<file path="src/rtl/irpd_pkg.sv">
// ----------------------------------------------------------------------------
// irpd_pkg
// Shared types and constants for the IR pulse-distance frame transmitter.
// ----------------------------------------------------------------------------
`default_nettype none

package irpd_pkg;

	// Field widths of the item channels
	localparam int PAYLOAD_W = 64;
	localparam int COUNT_W   = 7;
	localparam int REPEAT_W  = 16;
	localparam int TICK_W    = 8;

	// Largest supported frame, in bits
	localparam int MAX_BITS_DEF = 64;

	// Configuration register file
	localparam int NUM_REGS  = 6;
	localparam int CFG_IDX_W = 3;

	typedef enum logic [CFG_IDX_W-1:0] {
		REG_HDR_MARK   = 3'd0,
		REG_HDR_SPACE  = 3'd1,
		REG_BIT_MARK   = 3'd2,
		REG_ONE_SPACE  = 3'd3,
		REG_ZERO_SPACE = 3'd4,
		REG_GAP        = 3'd5
	} reg_idx_t;

	typedef logic [TICK_W-1:0] tick_t;

	localparam tick_t CFG_RESET [NUM_REGS] = '{
		8'd43, 8'd43, 8'd5, 8'd17, 8'd5, 8'd53
	};

	// Frame segment sequencer, one-hot
	typedef enum logic [6:0] {
		SEG_IDLE      = 7'b0000001,
		SEG_HDR_MARK  = 7'b0000010,
		SEG_HDR_SPACE = 7'b0000100,
		SEG_BIT_MARK  = 7'b0001000,
		SEG_BIT_SPACE = 7'b0010000,
		SEG_FOOT_MARK = 7'b0100000,
		SEG_GAP       = 7'b1000000
	} seg_t;

endpackage

`default_nettype wire

</file>
<file path="src/rtl/ir_pulse_distance_frame_transmitter_top.sv">
// A result word is registered: it becomes valid in the cycle after its input word is taken.
// Throughput: one word per cycle while out_ready takes each result; the segment sequencer and tick counter
// update in a single pass between the input handshake and the result register.
// The result register frees the input side whenever its word is taken or empty.
// Reset: sequencer idle, timing registers at their defaults (43, 43, 5, 17,
// 5, 53 ticks), no result pending.
// ----------------------------------------------------------------------------
// ir_pulse_distance_frame_transmitter_top
// Envelope generator for pulse-distance IR frames with inverted repeat.
// ----------------------------------------------------------------------------
`default_nettype none

module ir_pulse_distance_frame_transmitter_top #(
	parameter int MAX_BITS = irpd_pkg::MAX_BITS_DEF
) (
	input  wire logic                           clk,
	input  wire logic                           arst_n,
	// Input word channel
	input  wire logic                           in_valid,
	output logic                                in_ready,
	input  wire logic                           action,
	input  wire logic [irpd_pkg::PAYLOAD_W-1:0] payload,
	input  wire logic [irpd_pkg::COUNT_W-1:0]   bit_count,
	input  wire logic [irpd_pkg::REPEAT_W-1:0]  repeat_count,
	// Result word channel
	output logic                                out_valid,
	input  wire logic                           out_ready,
	output logic                                led_on,
	output logic                                busy_res,
	output logic                                start_rejected,
	// Configuration write channel
	input  wire logic                           cfg_valid,
	output logic                                cfg_ready,
	input  wire logic [irpd_pkg::CFG_IDX_W-1:0] cfg_index,
	input  wire logic [irpd_pkg::TICK_W-1:0]    cfg_data
);

	import irpd_pkg::*;

	localparam int BIT_CNT_W = $clog2(MAX_BITS + 1);
	localparam int BIT_IDX_W = $clog2(MAX_BITS);
	localparam logic [COUNT_W-1:0] MAX_CNT = COUNT_W'(MAX_BITS);

	// Timing registers
	tick_t cfg_q [NUM_REGS];

	// Sequencer state
	seg_t                   seg_q,    seg_n;
	tick_t                  ticks_q,  ticks_n;
	logic [BIT_CNT_W-1:0]   pos_q,    pos_n;
	logic                   inv_q,    inv_n;
	logic [REPEAT_W-1:0]    rounds_q, rounds_n;
	logic [MAX_BITS-1:0]    frame_q,  frame_n;
	logic [BIT_CNT_W-1:0]   bits_q,   bits_n;

	// Result register
	logic out_valid_q, led_q, busy_q, rej_q;

	logic                 in_acc;
	logic                 busy;
	logic                 bad_count;
	logic [BIT_CNT_W-1:0] bit_sel;
	logic                 cur_bit;
	logic [BIT_CNT_W-1:0] pos_inc;
	logic                 enter_en;
	seg_t                 enter_kind;
	tick_t                enter_len;
	logic                 led_n, rej_n;

	assign in_ready  = !out_valid_q || out_ready;
	assign in_acc    = in_valid && in_ready;
	assign cfg_ready = 1'b1;

	assign busy      = (seg_q != SEG_IDLE);
	assign bad_count = (bit_count[2:0] != 3'd0) || (bit_count > MAX_CNT);

	// Pick the data bit sent in the current bit slot, MSB first
	assign bit_sel = BIT_CNT_W'(bits_q - pos_q - 1'b1);
	assign cur_bit = frame_q[bit_sel[BIT_IDX_W-1:0]] ^ inv_q;
	assign pos_inc = BIT_CNT_W'(pos_q + 1'b1);

	// Advance the sequencer for one accepted word
	always_comb begin
		seg_n      = seg_q;
		ticks_n    = ticks_q;
		pos_n      = pos_q;
		inv_n      = inv_q;
		rounds_n   = rounds_q;
		frame_n    = frame_q;
		bits_n     = bits_q;
		led_n      = 1'b0;
		rej_n      = 1'b0;
		enter_en   = 1'b0;
		enter_kind = SEG_IDLE;
		if (action) begin
			if (busy || bad_count) begin
				rej_n = 1'b1;
			end else begin
				frame_n    = payload[MAX_BITS-1:0];
				bits_n     = bit_count[BIT_CNT_W-1:0];
				rounds_n   = repeat_count;
				inv_n      = 1'b0;
				pos_n      = '0;
				enter_en   = 1'b1;
				enter_kind = SEG_HDR_MARK;
			end
		end else if (busy) begin
			led_n = (seg_q == SEG_HDR_MARK) || (seg_q == SEG_BIT_MARK) ||
				(seg_q == SEG_FOOT_MARK);
			if (ticks_q <= tick_t'(1)) begin
				unique case (seg_q)
					SEG_HDR_MARK: begin
						enter_en   = 1'b1;
						enter_kind = SEG_HDR_SPACE;
					end
					SEG_HDR_SPACE: begin
						pos_n      = '0;
						enter_en   = 1'b1;
						enter_kind = (bits_q != '0) ? SEG_BIT_MARK : SEG_FOOT_MARK;
					end
					SEG_BIT_MARK: begin
						enter_en   = 1'b1;
						enter_kind = SEG_BIT_SPACE;
					end
					SEG_BIT_SPACE: begin
						pos_n      = pos_inc;
						enter_en   = 1'b1;
						enter_kind = (pos_inc < bits_q) ? SEG_BIT_MARK : SEG_FOOT_MARK;
					end
					SEG_FOOT_MARK: begin
						enter_en   = 1'b1;
						enter_kind = SEG_GAP;
					end
					SEG_GAP: begin
						if (!inv_q) begin
							inv_n      = 1'b1;
							enter_en   = 1'b1;
							enter_kind = SEG_HDR_MARK;
						end else if (rounds_q != '0) begin
							rounds_n   = REPEAT_W'(rounds_q - 1'b1);
							inv_n      = 1'b0;
							enter_en   = 1'b1;
							enter_kind = SEG_HDR_MARK;
						end else begin
							inv_n   = 1'b0;
							pos_n   = '0;
							ticks_n = '0;
							seg_n   = SEG_IDLE;
						end
					end
					default: begin
						seg_n   = SEG_IDLE;
						ticks_n = '0;
					end
				endcase
			end else begin
				ticks_n = tick_t'(ticks_q - 1'b1);
			end
		end

		// Load the length of a newly entered segment
		unique case (enter_kind)
			SEG_HDR_MARK:  enter_len = cfg_q[REG_HDR_MARK];
			SEG_HDR_SPACE: enter_len = cfg_q[REG_HDR_SPACE];
			SEG_BIT_MARK:  enter_len = cfg_q[REG_BIT_MARK];
			SEG_BIT_SPACE: enter_len = cur_bit ? cfg_q[REG_ONE_SPACE] : cfg_q[REG_ZERO_SPACE];
			SEG_FOOT_MARK: enter_len = cfg_q[REG_BIT_MARK];
			SEG_GAP:       enter_len = cfg_q[REG_GAP];
			default:       enter_len = '0;
		endcase
		if (enter_en) begin
			seg_n   = enter_kind;
			ticks_n = enter_len;
		end
	end

	// Write timing registers; ignore indexes past the end of the list
	always_ff @(posedge clk or negedge arst_n) begin
		if (!arst_n) begin
			for (int i = 0; i < NUM_REGS; i++) begin
				cfg_q[i] <= CFG_RESET[i];
			end
		end else if (cfg_valid && cfg_ready) begin
			for (int i = 0; i < NUM_REGS; i++) begin
				if (cfg_index == CFG_IDX_W'(i)) begin
					cfg_q[i] <= cfg_data;
				end
			end
		end
	end

	// Sequencer control state
	always_ff @(posedge clk or negedge arst_n) begin
		if (!arst_n) begin
			seg_q    <= SEG_IDLE;
			ticks_q  <= '0;
			pos_q    <= '0;
			inv_q    <= 1'b0;
			rounds_q <= '0;
		end else if (in_acc) begin
			seg_q    <= seg_n;
			ticks_q  <= ticks_n;
			pos_q    <= pos_n;
			inv_q    <= inv_n;
			rounds_q <= rounds_n;
		end
	end

	// Frame contents, loaded on an accepted start
	always_ff @(posedge clk or negedge arst_n) begin
		if (!arst_n) begin
			frame_q <= '0;
			bits_q  <= '0;
		end else if (in_acc) begin
			frame_q <= frame_n;
			bits_q  <= bits_n;
		end
	end

	// Result register: hold until taken
	always_ff @(posedge clk or negedge arst_n) begin
		if (!arst_n) begin
			out_valid_q <= 1'b0;
		end else if (in_acc) begin
			out_valid_q <= 1'b1;
		end else if (out_ready) begin
			out_valid_q <= 1'b0;
		end
	end

	always_ff @(posedge clk) begin
		if (in_acc) begin
			led_q  <= led_n;
			busy_q <= (seg_n != SEG_IDLE);
			rej_q  <= rej_n;
		end
	end

	assign out_valid      = out_valid_q;
	assign led_on         = led_q;
	assign busy_res       = busy_q;
	assign start_rejected = rej_q;

	// A result never shows a lit LED together with a refused start
	a_led_rej_excl: assert property (@(posedge clk) disable iff (!arst_n)
		out_valid_q |-> !(led_q && rej_q))
		else $error("led_on and start_rejected both set");

	// A running tick count above one steps down by one on each accepted non-start word
	a_tick_dec: assert property (@(posedge clk) disable iff (!arst_n)
		(in_acc && !action && busy && (ticks_q > tick_t'(1))) |=>
		(ticks_q == tick_t'($past(ticks_q) - 1'b1)))
		else $error("tick counter did not decrement");

	// Bit position never runs past the frame length while active
	a_pos_range: assert property (@(posedge clk) disable iff (!arst_n)
		busy |-> (pos_q <= bits_q))
		else $error("bit position beyond frame length");

	// A refused start leaves the sequencer untouched
	a_rej_hold: assert property (@(posedge clk) disable iff (!arst_n)
		(in_acc && action && busy) |=> ($stable(seg_q) && $stable(ticks_q) &&
		$stable(pos_q) && $stable(rounds_q)))
		else $error("refused start changed sequencer state");

endmodule

`default_nettype wire
</file>
<file path="config.mk">
export PLATFORM = sky130hd
export DESIGN_NAME = ir_pulse_distance_frame_transmitter_top
export DESIGN_NICKNAME = d
export VERILOG_FILES = /design/src/rtl/irpd_pkg.sv /design/src/rtl/ir_pulse_distance_frame_transmitter_top.sv
export SDC_FILE = /design/constraint.sdc
export NUM_CORES = 1
export LEC_CHECK = 0
export ABC_AREA = 1
export BUFFER_PORTS_ARGS = -buffer_cell sky130_fd_sc_hd__buf_2
export CAP_MARGIN = 20
export CORE_ASPECT_RATIO = 1.75
export CORE_UTILIZATION = 40
export DETAILED_ROUTE_END_ITERATION = 10
export PLACE_DENSITY = 0.62
export SYNTH_ARGS = -nofsm -noshare
export SYNTH_HDL_FRONTEND = slang
export SYNTH_SLANG_ARGS = --single-unit
</file>
<file path="constraint.sdc">
create_clock -name clk -period 4.2 [get_ports clk]
set_clock_uncertainty 0.2 [all_clocks]
set_input_delay 0.84 -clock clk [delete_from_list [all_inputs] [get_ports clk]]
set_output_delay 0.84 -clock clk [all_outputs]
set_load 0.01 [all_outputs]
</file>
## After elaboration in Yosys (flattened, before gate mapping)

Cells that the tools add are included.
W data, S select, Z words.

| storage, ports and cells | value |
|---|---|
| flip-flop bits (word level) | 162 |
| bits in latches | 0 |
| RAM bits | 0 |
| ROM bits | 0 |
| input port bits | 104 |
| output and inout port bits | 6 |
| word-level logic and storage cells | 145 |
| memories | 0 |

| operators by class | value |
|---|---|
| $add $sub $neg | 5 |
| multipliers | 0 |
| div/mod/pow operators | 0 |
| $lt $le $gt $ge | 4 |
| equal/unequal tests | 26 |
| shift-type cells | 0 |
| multiplexer cells | 57 |
| bitwise logic cells | 3 |
| reductions and logical operators | 33 |

Operators with widths:

| kind | number |
|---|---|
| $mux W16 | 7 |
| $mux W7 | 15 |
| $mux W8 | 7 |
| $pmux W7 S6 | 1 |
| $pmux W8 S5 | 1 |
| $pmux W7 S3 | 1 |
| $mux W1 | 16 |
| $pmux W8 S2 | 1 |
| $reduce_bool A16 Y1 | 1 |
| $sub A16 B1 Y16 const B | 1 |
| $eq A7 B2 Y1 const B | 2 |
| $eq A7 B3 Y1 const B | 2 |
| $eq A7 B4 Y1 const B | 2 |
| $eq A7 B5 Y1 const B | 2 |
| $eq A7 B6 Y1 const B | 2 |
| $eq A7 B7 Y1 const B | 2 |
| $ne A7 B1 Y1 const B | 2 |
| $pmux W7 S2 | 1 |
| $reduce_and A7 Y1 | 2 |
| $reduce_bool A2 Y1 | 7 |
| $mux W6 | 2 |
| $reduce_and A2 Y1 | 6 |
| $ne A3 B3 Y1 const B | 3 |
| $le A8 B1 Y1 const B | 1 |
| other kinds (30) | 41 |

## Depth between registers and ports, before layout

Gate-level depths: netlist (run 1).

| depth | value |
|---|---|
| word-level depth | 11 |
| mapped depth | 21 |
| gate-level depth less buffers | 21 |

## Worst setup path before layout (run 1)

No wires, ideal clock.

| timing path | value |
|---|---|
| path kind | flip-flop to flip-flop |
| start | register pos_q[0] |
| end | register ticks_q[5] |
| library setup time | 127 ps |
| arrival | 2586 ps |
| required time | 3873 ps |
| setup slack | 1287 ps |
| cell stages (with the launch flop) | 20 |
| path buffers | 2 |
| period minus slack after synthesis | 2913 ps |
| cells stage by stage | dfrtp_1 > inv_1 > ha_1 > inv_1 > fa_1 > buf_2 > clkbuf_1 > nand3_1 > nand3_1 > nand2_1 > nand2_1 > nand3_1 > nand3_1 > nand2_1 > nand2_1 > nand3_1 > nand3_1 > nand3_1 > nand2_1 > o21ai_0 |

| between the ends | value |
|---|---|
| longest elaborated chain between the ends | 11 |
| elaborated cells on any way between the ends | 22 |
| classes of those cells | add/sub (3); order compare (1); eq/ne (6); mux (10); bitwise (1); reduce/logical (1) |

RTL lines:

| what | line | RTL |
|---|---|---|
| from (decl) | ir_pulse_distance_frame_transmitter_top.sv:50 | `logic [BIT_CNT_W-1:0] pos_q, pos_n;` |
| from (signal assigned) | ir_pulse_distance_frame_transmitter_top.sv:203 | `pos_q <= pos_n;` |
| $add A7 B1 Y7 | ir_pulse_distance_frame_transmitter_top.sv:80 | `assign pos_inc = BIT_CNT_W'(pos_q + 1'b1);` |
| $lt A7 B7 Y1 | ir_pulse_distance_frame_transmitter_top.sv:128 | `enter_kind = (pos_inc < bits_q) ? SEG_BIT_MARK : SEG_FOOT_MARK;` |
| $mux W6 | ir_pulse_distance_frame_transmitter_top.sv:128 |  |
| $pmux W7 S6 | ir_pulse_distance_frame_transmitter_top.sv:111 | `unique case (seg_q)` |
| $mux W7 | ir_pulse_distance_frame_transmitter_top.sv:110 | `if (ticks_q <= tick_t'(1)) begin` |
| $mux W7 | ir_pulse_distance_frame_transmitter_top.sv:107 | `end else if (busy) begin` |
| $mux W7 | ir_pulse_distance_frame_transmitter_top.sv:95 | `if (action) begin` |
| $eq A7 B6 Y1 / $eq A7 B4 Y1 (equally long branches) | ir_pulse_distance_frame_transmitter_top.sv:162 | `unique case (enter_kind)` |
| $reduce_or A2 Y1 (no line) | n/a |  |
| $pmux W8 S5 (*) | ir_pulse_distance_frame_transmitter_top.sv:162 |  |
| $mux W8 (*) | ir_pulse_distance_frame_transmitter_top.sv:171 | `if (enter_en) begin` |
| to (signal assigned) | ir_pulse_distance_frame_transmitter_top.sv:202 | `ticks_q <= ticks_n;` |
| to (decl) | ir_pulse_distance_frame_transmitter_top.sv:49 | `tick_t ticks_q, ticks_n;` |

Every way passes the cells marked *; elsewhere a longest branch is shown, timed or not. The select of a mux whose other input is x is not followed.
A chain may end at the register's enable or synchronous reset.

## Worst setup path in the final report (run 1)

| timing path | value |
|---|---|
| start | register pos_q[0] |
| end | register ticks_q[6] |

The elaborated chain is that of the path after synthesis.

==> metrics.md, run 1 <==
| Metric | Value |
|---|---|
| Tightest Hold Check Type | primary input to asynchronous set/reset pin |
| Asr flop ratio synth | 0.9815 |
| Drt initial violations | 426 |
| Crit Reg-Reg Endpoint | ticks_q[6] |
| Share of the synthesized area in the top cell type | 0.3978 |
| PortBufs | approximately 110 |
| CTS Sinks | 162 |
| Layout Cells excl Fill | around 1500 |
| Initial antenna violation count | 0 |
| Slew @ Worst Pin | about 0.8 ns |
| Post-route design area | 10250 um^2 |
| Final Hold Fails | 0 |
| Syn Area/Cell | 8.284 um^2 |
| Maxcap violations | 0 |
| CTS Root Cell | clkbuf_16 |
| DRT Pass-1 Iters | 7 |
| Buf/Inv on CP | 4 |
| RD Place Congestion | about 0.85 |
| Vias per cell | 5.071 |
| Status | finished clean |
| Setup TNS Final | 0 ns |
| Final nets | about 1300 |
| Unrepaired setup endpoints after global routing | no |
| CTS HTree Levels | 4 |
| Largest delay contributor family on the critical path | simple AND/OR/NAND/NOR gates |
| Routed len/inst | 15.69 um |
| Vias | 7465 |
| Worst-path fanout max | 17 |
| # IOs | 110 |
| Postcts setup bufs | 0 |
| DP Area | 9649 um^2 |
| # DRC | 0 |
| Resized Gates After CTS | 0 |
| Tmin final | between 3 and 4 ns |
| Worst path slowest cell | dfrtp_1 |
| WP depth | 19 |
| Synthesis-stage register bit count | approximately 160 |
| Worst Path Required | 4.31 ns |
| Rel. slew slack | 0.4715 |
| Post-layout util | 0.4749 |
| Die Width | around 110 um |
| CTS tree | yes |
| Max IR drop VDD | about 0.29 mV |
| CP Launch Type | flip-flop |
| Die Y-Extent | 198.3 um |
| Critical path's most frequent cell | nand3_1 |
| CP endpoint | ticks_q[6] |
| Synth top area cells | dfrtp_1 40%, nand2_1 13%, mux2_2 8.2% |
| CP startpoint | pos_q[0] |
| CP endpoint kind | flip-flop |
| Reg-to-Reg Start | pos_q[0] |
| Clk pin slew, worst setup/hold paths | 0.06 ns |
| HPWL Detailed | 17.73 mm |
| DRT antenna net count | 0 |
| Arrival @ worst endpoint | 3.74 ns |
| Largest net degree at the start of global routing | just under 70 |
| Pwr dens | about 470 nW/um^2 |
| # diodes | 0 |
| Peak Freq | 275.6 MHz |
| Leak | 5.014 nW |
| First-pass GRT wire length | 37.59 mm |
| Dominant cell type by area after synthesis | dfrtp_1 |
| Register area share after synthesis | 0.4648 |
| Yosys Warn Count | 0 |
| Setup violators final | 0 |
| Ratio of cells with drive above 1 in the final layout | 0.2195 |
| Syn Inst Count | 1063 |
| Crit path cell chain | inv_1 > ha_1 > inv_1 > fa_1 > buf_4 > inv_1 > nand3_1 > nand2_1 > nand2_1 > nand3_1 > nand3_1 > nand3_1 > nand2_1 > nand2_1 > nand3b_1 > nand3_1 > nand3_1 > nand2_1 > o21ai_0 |
| Worst path max stage delay | 0.45 ns |
| Vias in the first global route | between 7000 and 8000 |
| Die footprint | around 23000 um^2 |
| Max clock buf depth | 2 |
| Slew Limit Fails | 0 |
| Num CTS Buffers | 17 |
| Core footprint | approximately 22000 um^2 |
| Num rows | 71 |
| Initial core utilization | 0.4079 |
| Total gr overflow | 0 |
| Overall routed net length | 23.10 mm |
| Reg2reg setup slack | 0.57 ns |
| GR Util All Layers | 0.2170 |
| FF-to-FF path depth | 19 |
| Post-layout power | 4.811 mW |
| Final period utilization | 0.8640 |
| DP Cell Count | 1440 |
| Area grow syn2layout | 16.42% |
| Worst-Skew Late Latency | 0.43 ns |
| WS Path Type | flip-flop to flip-flop |
| Syn_nets | approximately 1200 |
| Mapped cell area | 8806 um^2 |
| Primary FF master, synth | dfrtp_1 |
| Post-synth EDFFs | 3 |
| # hold bufs at CTS | 0 |
| Distinct cell type count of the synthesized netlist | 47 |
==> through the flow <==
stage                     setup WS (ns)  hold WS [ns]
after floorplan                   1.287        0.2444
after global placement           0.7689        0.2615
after detailed placement         0.6281        0.2651
after CTS                        0.6179        0.2189
after global routing             0.2978        0.2379
final                            0.5711        0.1850
==> power by group <==
part / internal [mW] / switching [mW]
sequential: 1.85 / 0.203
clock: 0.921 / 0.654
combinational: 0.436 / 0.751
total: 3.20 / 1.61
==> worst reg2reg max path, cell delays in order, from the launching register on <==
cell and delay (ns):
dfrtp_1 0.45, inv_1 0.07, ha_1 0.22, inv_1 0.07, fa_1 0.40, buf_4 0.21
inv_1 0.40, nand3_1 0.15, nand2_1 0.10, nand2_1 0.05, nand3_1 0.13, nand3_1 0.09
nand3_1 0.18, nand2_1 0.10, nand2_1 0.25, nand3b_1 0.14, nand3_1 0.09, nand3_1 0.09
nand2_1 0.06, o21ai_0 0.07
==> worst min path at each step <==
stage	end	depth (start not counted)
3_5_place_dp	cfg_q[14]	2
4_1_cts	frame_q[54]	1
2_1_floorplan	cfg_q[11]	2
6_report	frame_q[54]	1
5_1_grt	frame_q[54]	1
3_3_place_gp	cfg_q[14]	2
==> flip-flops by register name, summed over array words and instances, names as in the netlist, 7 cells and up <==
register and cells:
frame_q 64, pos_q 7, cfg_q 48, bits_q 7, rounds_q 16, seg_q 7
ticks_q 8
==> final cells by class <==
class                   instances  area (um^2)
clock buffers                  22        506.7
clock inverters                10        96.34
fillers                      2162        11330
inverters                     110        420.4
multi-input cells             758         4136
flip-flops and latches        162         4093
well taps                     292        365.4
repair buffers                118        634.4
==> cell usage after synthesis, types with 2 or more instances <==
| cell | n |
|---|---|
| nor2_4 | 2 |
| nand3_1 | 115 |
| nand3_2 | 2 |
| xor2_1 | 10 |
| or2_2 | 3 |
| nand3_4 | 2 |
| buf_4 | 7 |
| inv_1 | 100 |
| o211ai_1 | 3 |
| clkinv_1 | 3 |
| o21ai_0 | 92 |
| o21ai_2 | 3 |
| inv_2 | 5 |
| nor3_1 | 6 |
| nand2_1 | 295 |
| nand4_1 | 19 |
| buf_2 | 11 |
| dfrtp_1 | 140 |
| nor4_1 | 5 |
| mux2_2 | 64 |
| a21oi_1 | 18 |
| nor2_2 | 2 |
| nand3b_1 | 9 |
| edfxtp_1 | 3 |
| dfstp_2 | 19 |
| a31oi_1 | 9 |
| ha_1 | 16 |
| xnor2_1 | 3 |
| o22ai_1 | 3 |
| clkbuf_1 | 15 |
| o31ai_1 | 2 |
| nor2_1 | 62 |
==> kinds of logic (layout without fill, tap and decap cells) <==
group | after synthesis | in the layout | share of synthesized area
xor+xnor | 13 | 13 | 0.01293
other cells | 1 | 1 | 0.0004258
flops | 162 | 162 | 0.4648
compound gates | 135 | 135 | 0.08312
mux | 64 | 64 | 0.08184
buf+inv | 143 | 260 | 0.06635
simple gates | 528 | 528 | 0.2656
fa+ha+maj | 17 | 17 | 0.02501
==> cell usage in the layout, fill, tap and decap left out, drive strengths merged <==
| cell type | n |
|---|---|
| nand2 | 297 |
| inv | 107 |
| xnor2 | 3 |
| nor2 | 67 |
| o31ai | 2 |
| nand3 | 119 |
| a21oi | 18 |
| nand4 | 19 |
| mux2 | 64 |
| clkinv | 11 |
| and3 | 1 |
| fa | 1 |
| o21bai | 1 |
| dfrtp | 140 |
| conb | 1 |
| o22ai | 3 |
| o21a | 1 |
| xor2 | 10 |
| a211oi | 1 |
| edfxtp | 3 |
| clkinvlp | 1 |
| ha | 16 |
| or2 | 4 |
| a31oi | 9 |
| nor3 | 7 |
| nand3b | 9 |
| buf | 118 |
| nor4 | 5 |
| o211ai | 4 |
| bufinv | 1 |
| dfstp | 19 |
| o21ai | 95 |
| clkbuf | 22 |
| a21boi | 1 |
==> per-layer routing <==
metal  share of wire  track usage  up-vias
met5               0            0        -
met4           0.035       0.1049        0
met3           0.038      0.03918       57
met2            0.56       0.4227      193
met1            0.37       0.2156     3491
li1                -            -     3724
Note: power is estimated with default switching activity, not from simulation.
==> run 2: changes to the inputs <==
--- a/config.mk
+++ b/config.mk
@@ -8,10 +8,10 @@
 export ABC_AREA = 1
 export BUFFER_PORTS_ARGS = -buffer_cell sky130_fd_sc_hd__buf_2
 export CAP_MARGIN = 20
-export CORE_ASPECT_RATIO = 1.75
+export CORE_ASPECT_RATIO = 2
 export CORE_UTILIZATION = 40
 export DETAILED_ROUTE_END_ITERATION = 10
-export PLACE_DENSITY = 0.62
+export PLACE_DENSITY = 0.69
 export SYNTH_ARGS = -nofsm -noshare
 export SYNTH_HDL_FRONTEND = slang
 export SYNTH_SLANG_ARGS = --single-unit
==> run 2 against run 1 <==
Register-to-register slack better by 0.12 ns. Wire length up 2.3%. Hold slack better by 0.069 ns. Clock-buffer cell count down 1. Clock power up 4%. Global-route usage about the same. Critical path depth unchanged. Flip-flop and latch count unchanged. Largest cell class unchanged. Via count up 1.0%. Combinational power about the same. Maximum frequency up 3.5%.
==> metrics.md, run 2 (synthesis gave the netlist of run 1 again) <==
| Metric | Value |
|---|---|
| Status | finished clean |
| Final Hold Fails | 0 |
| Largest register FFs | 64 |
| GR Util All Layers | 0.2167 |
| Unrepaired setup endpoints after global routing | no |
| PortBufs | 108 |
| Drt initial violations | approximately 470 |
| Postcts setup bufs | 0 |
| P_int | about 3.3 mW |
| Most frequent cells in the layout | 295 x nand2_1, 140 x dfrtp_1, 115 x nand3_1 |
| Slew @ Worst Pin | ~0.85 ns |
| Clk pin slew, worst setup/hold paths | 0.06 ns |
| Area grow syn2layout | 16.23% |
| Clock power frac | 0.335 |
| Reg-to-Reg Start | pos_q[0] |
| Most common cell after layout, fill and taps aside | nand2_1 |
| Final nets | roughly 1300 |
| DRT Pass-1 Iters | 5 |
| Total gr overflow | 0 |
| # diodes | 0 |
| Pwr dens | 476.9 nW/um^2 |
| DP Cell Count | around 1400 |
| WS Path Type | flip-flop to flip-flop |
| Maxcap violations | 0 |
| Top reg by flops | frame_q |
| Max IR drop VDD | 0.3163 mV |
| Max clock buf depth | 2 |
| HPWL Detailed | 18.00 mm |
| First-pass GRT wire length | 37.17 mm |
| CP endpoint kind | flip-flop |
| CTS HTree Levels | 4 |
| Slew Limit Fails | 0 |
| Final period utilization | 0.8345 |
| Vias in the first global route | 7656 |
| Routed len/inst | 16.29 um |
| Setup TNS Final | 0 ns |
| Share of power burned in registers | 0.420 |
| Comb pwr share | 0.245 |
| Vias | 7543 |
| CP startpoint | pos_q[0] |
| CTS tree | yes |
| Ratio of cells with drive above 1 in the final layout | 0.2175 |
| Initial core utilization | 0.4080 |
| Resized Gates After CTS | 0 |
| Initial antenna violation count | 0 |
| Core footprint | 21590 um^2 |
| Overall routed net length | 23.63 mm |
| Arrival @ worst endpoint | 3.62 ns |
| Worst Path Required | 4.32 ns |
| Top Registers | frame_q: 64 flops, cfg_q: 48 flops, rounds_q: 16 flops |
| Num rows | 76 |
| CP Launch Type | flip-flop |
| Layout Cells excl Fill | between 1000 and 1500 |
| Die footprint | 22650 um^2 |
| Worst Hold Slack | between 0.2 and 0.3 ns |
| Worst-path fanout max | 17 |
| Filler cells | 2113 |
| Largest net degree at the start of global routing | 89 |
| Worst-Skew Late Latency | 0.44 ns |
| Tmin final | 3.505 ns |
| Leak | 5.011 nW |
| RD Place Congestion | 0.9090 |
| Die Y-Extent | 211.8 um |
| Post-layout power | between 4 and 5 mW |
| CTS Sinks | 162 |
| Vias per cell | 5.202 |
| Peak Freq | ~290 MHz |
| Psw | 1.612 mW |
| Register area | 4093 um^2 |
| Setup violators final | 0 |
| FF-to-FF path depth | 19 |
| # DRC | 0 |
| Area of the multi-input gates | 4136 um^2 |
| # IOs | 110 |
| # hold bufs at CTS | 0 |
| CTS Root Cell | clkbuf_16 |
| Tightest Hold Check Type | primary input to asynchronous set/reset pin |
| Num CTS Buffers | 17 |
| Sw frac | 0.3302 |
| Rel. slew slack | 0.4302 |
| DRT antenna net count | 0 |
| Die Width | 106.9 um |
[run 2: changes by cell type in the layout (fill, tap and decap cells not counted), moves of 2 or more]
cell,before,now
clkbuf_16,19,17
clkinv_4,5,2
buf_4,9,5
bufinv_16,1,3
inv_6,1,3
[run 2: area by class of cell]
type,count,share of cell area
timing repair buffer,115,0.06100
inverter,110,0.04108
clock buffer,21,0.04597
tap,273,0.03337
clock inverter,11,0.01455
sequential,162,0.3999
multi-input combinational,758,0.4042
[run 2: per-layer routing]
layer,GRT usage,vias to the layer above,share of wire
met5,0,-,0
li1,-,3712,-
met2,0.4189,212,0.56
met3,0.04095,68,0.037
met1,0.2061,3551,0.35
met4,0.1271,0,0.051
[run 2: stage by stage]
step	area, um^2	setup slack (ns)	util
floorplan	8806	1.287	-
global placement	9615	0.9081	0.4455
detailed placement	9615	0.7635	0.4455
CTS	10230	0.7317	0.4741
global route	10230	0.4072	0.4741
finish	10230	0.6952	0.4741
[run 2: power by group through the flow]
| stage | combinational [mW] | sequential (mW) | clock, mW |
|---|---|---|---|
| final | 1.19 | 2.05 | 1.64 |
| after global routing | 1.37 | 2.08 | 1.73 |
| after CTS | 1.20 | 2.05 | 1.67 |
| after detailed placement | 1.19 | 2.07 | 0 |
| after global placement | 1.15 | 2.06 | 0 |
| after floorplan | 0.886 | 2.02 | 0 |
[run 2: critical path: stages, from the launching register on]
cell,delay (ns)
dfrtp_1,0.42
inv_1,0.06
ha_1,0.23
inv_1,0.08
fa_1,0.41
buf_4,0.21
inv_1,0.38
nand3_1,0.15
nand2_1,0.09
nand2_1,0.05
nand3_1,0.09
nand3_1,0.08
nand3_1,0.15
nand2_1,0.09
nand2_1,0.23
nand3_1,0.13
nand3_1,0.12
nand3_1,0.09
nand2_1,0.06
o21ai_0,0.07
[run 2: path summary, 6_finish.rpt]
| path | end | slack (ns) |
|---|---|---|
| max | ticks_q[6] | 0.70 |
| min | rounds_q[7] | 0.25 |
| max reg2reg | ticks_q[6] | 0.70 |
| min reg2reg | cfg_q[27] | 0.28 |
| max in group asynchronous | seg_q[0] | 2.59 |
| min in group clk | cfg_q[27] | 0.28 |
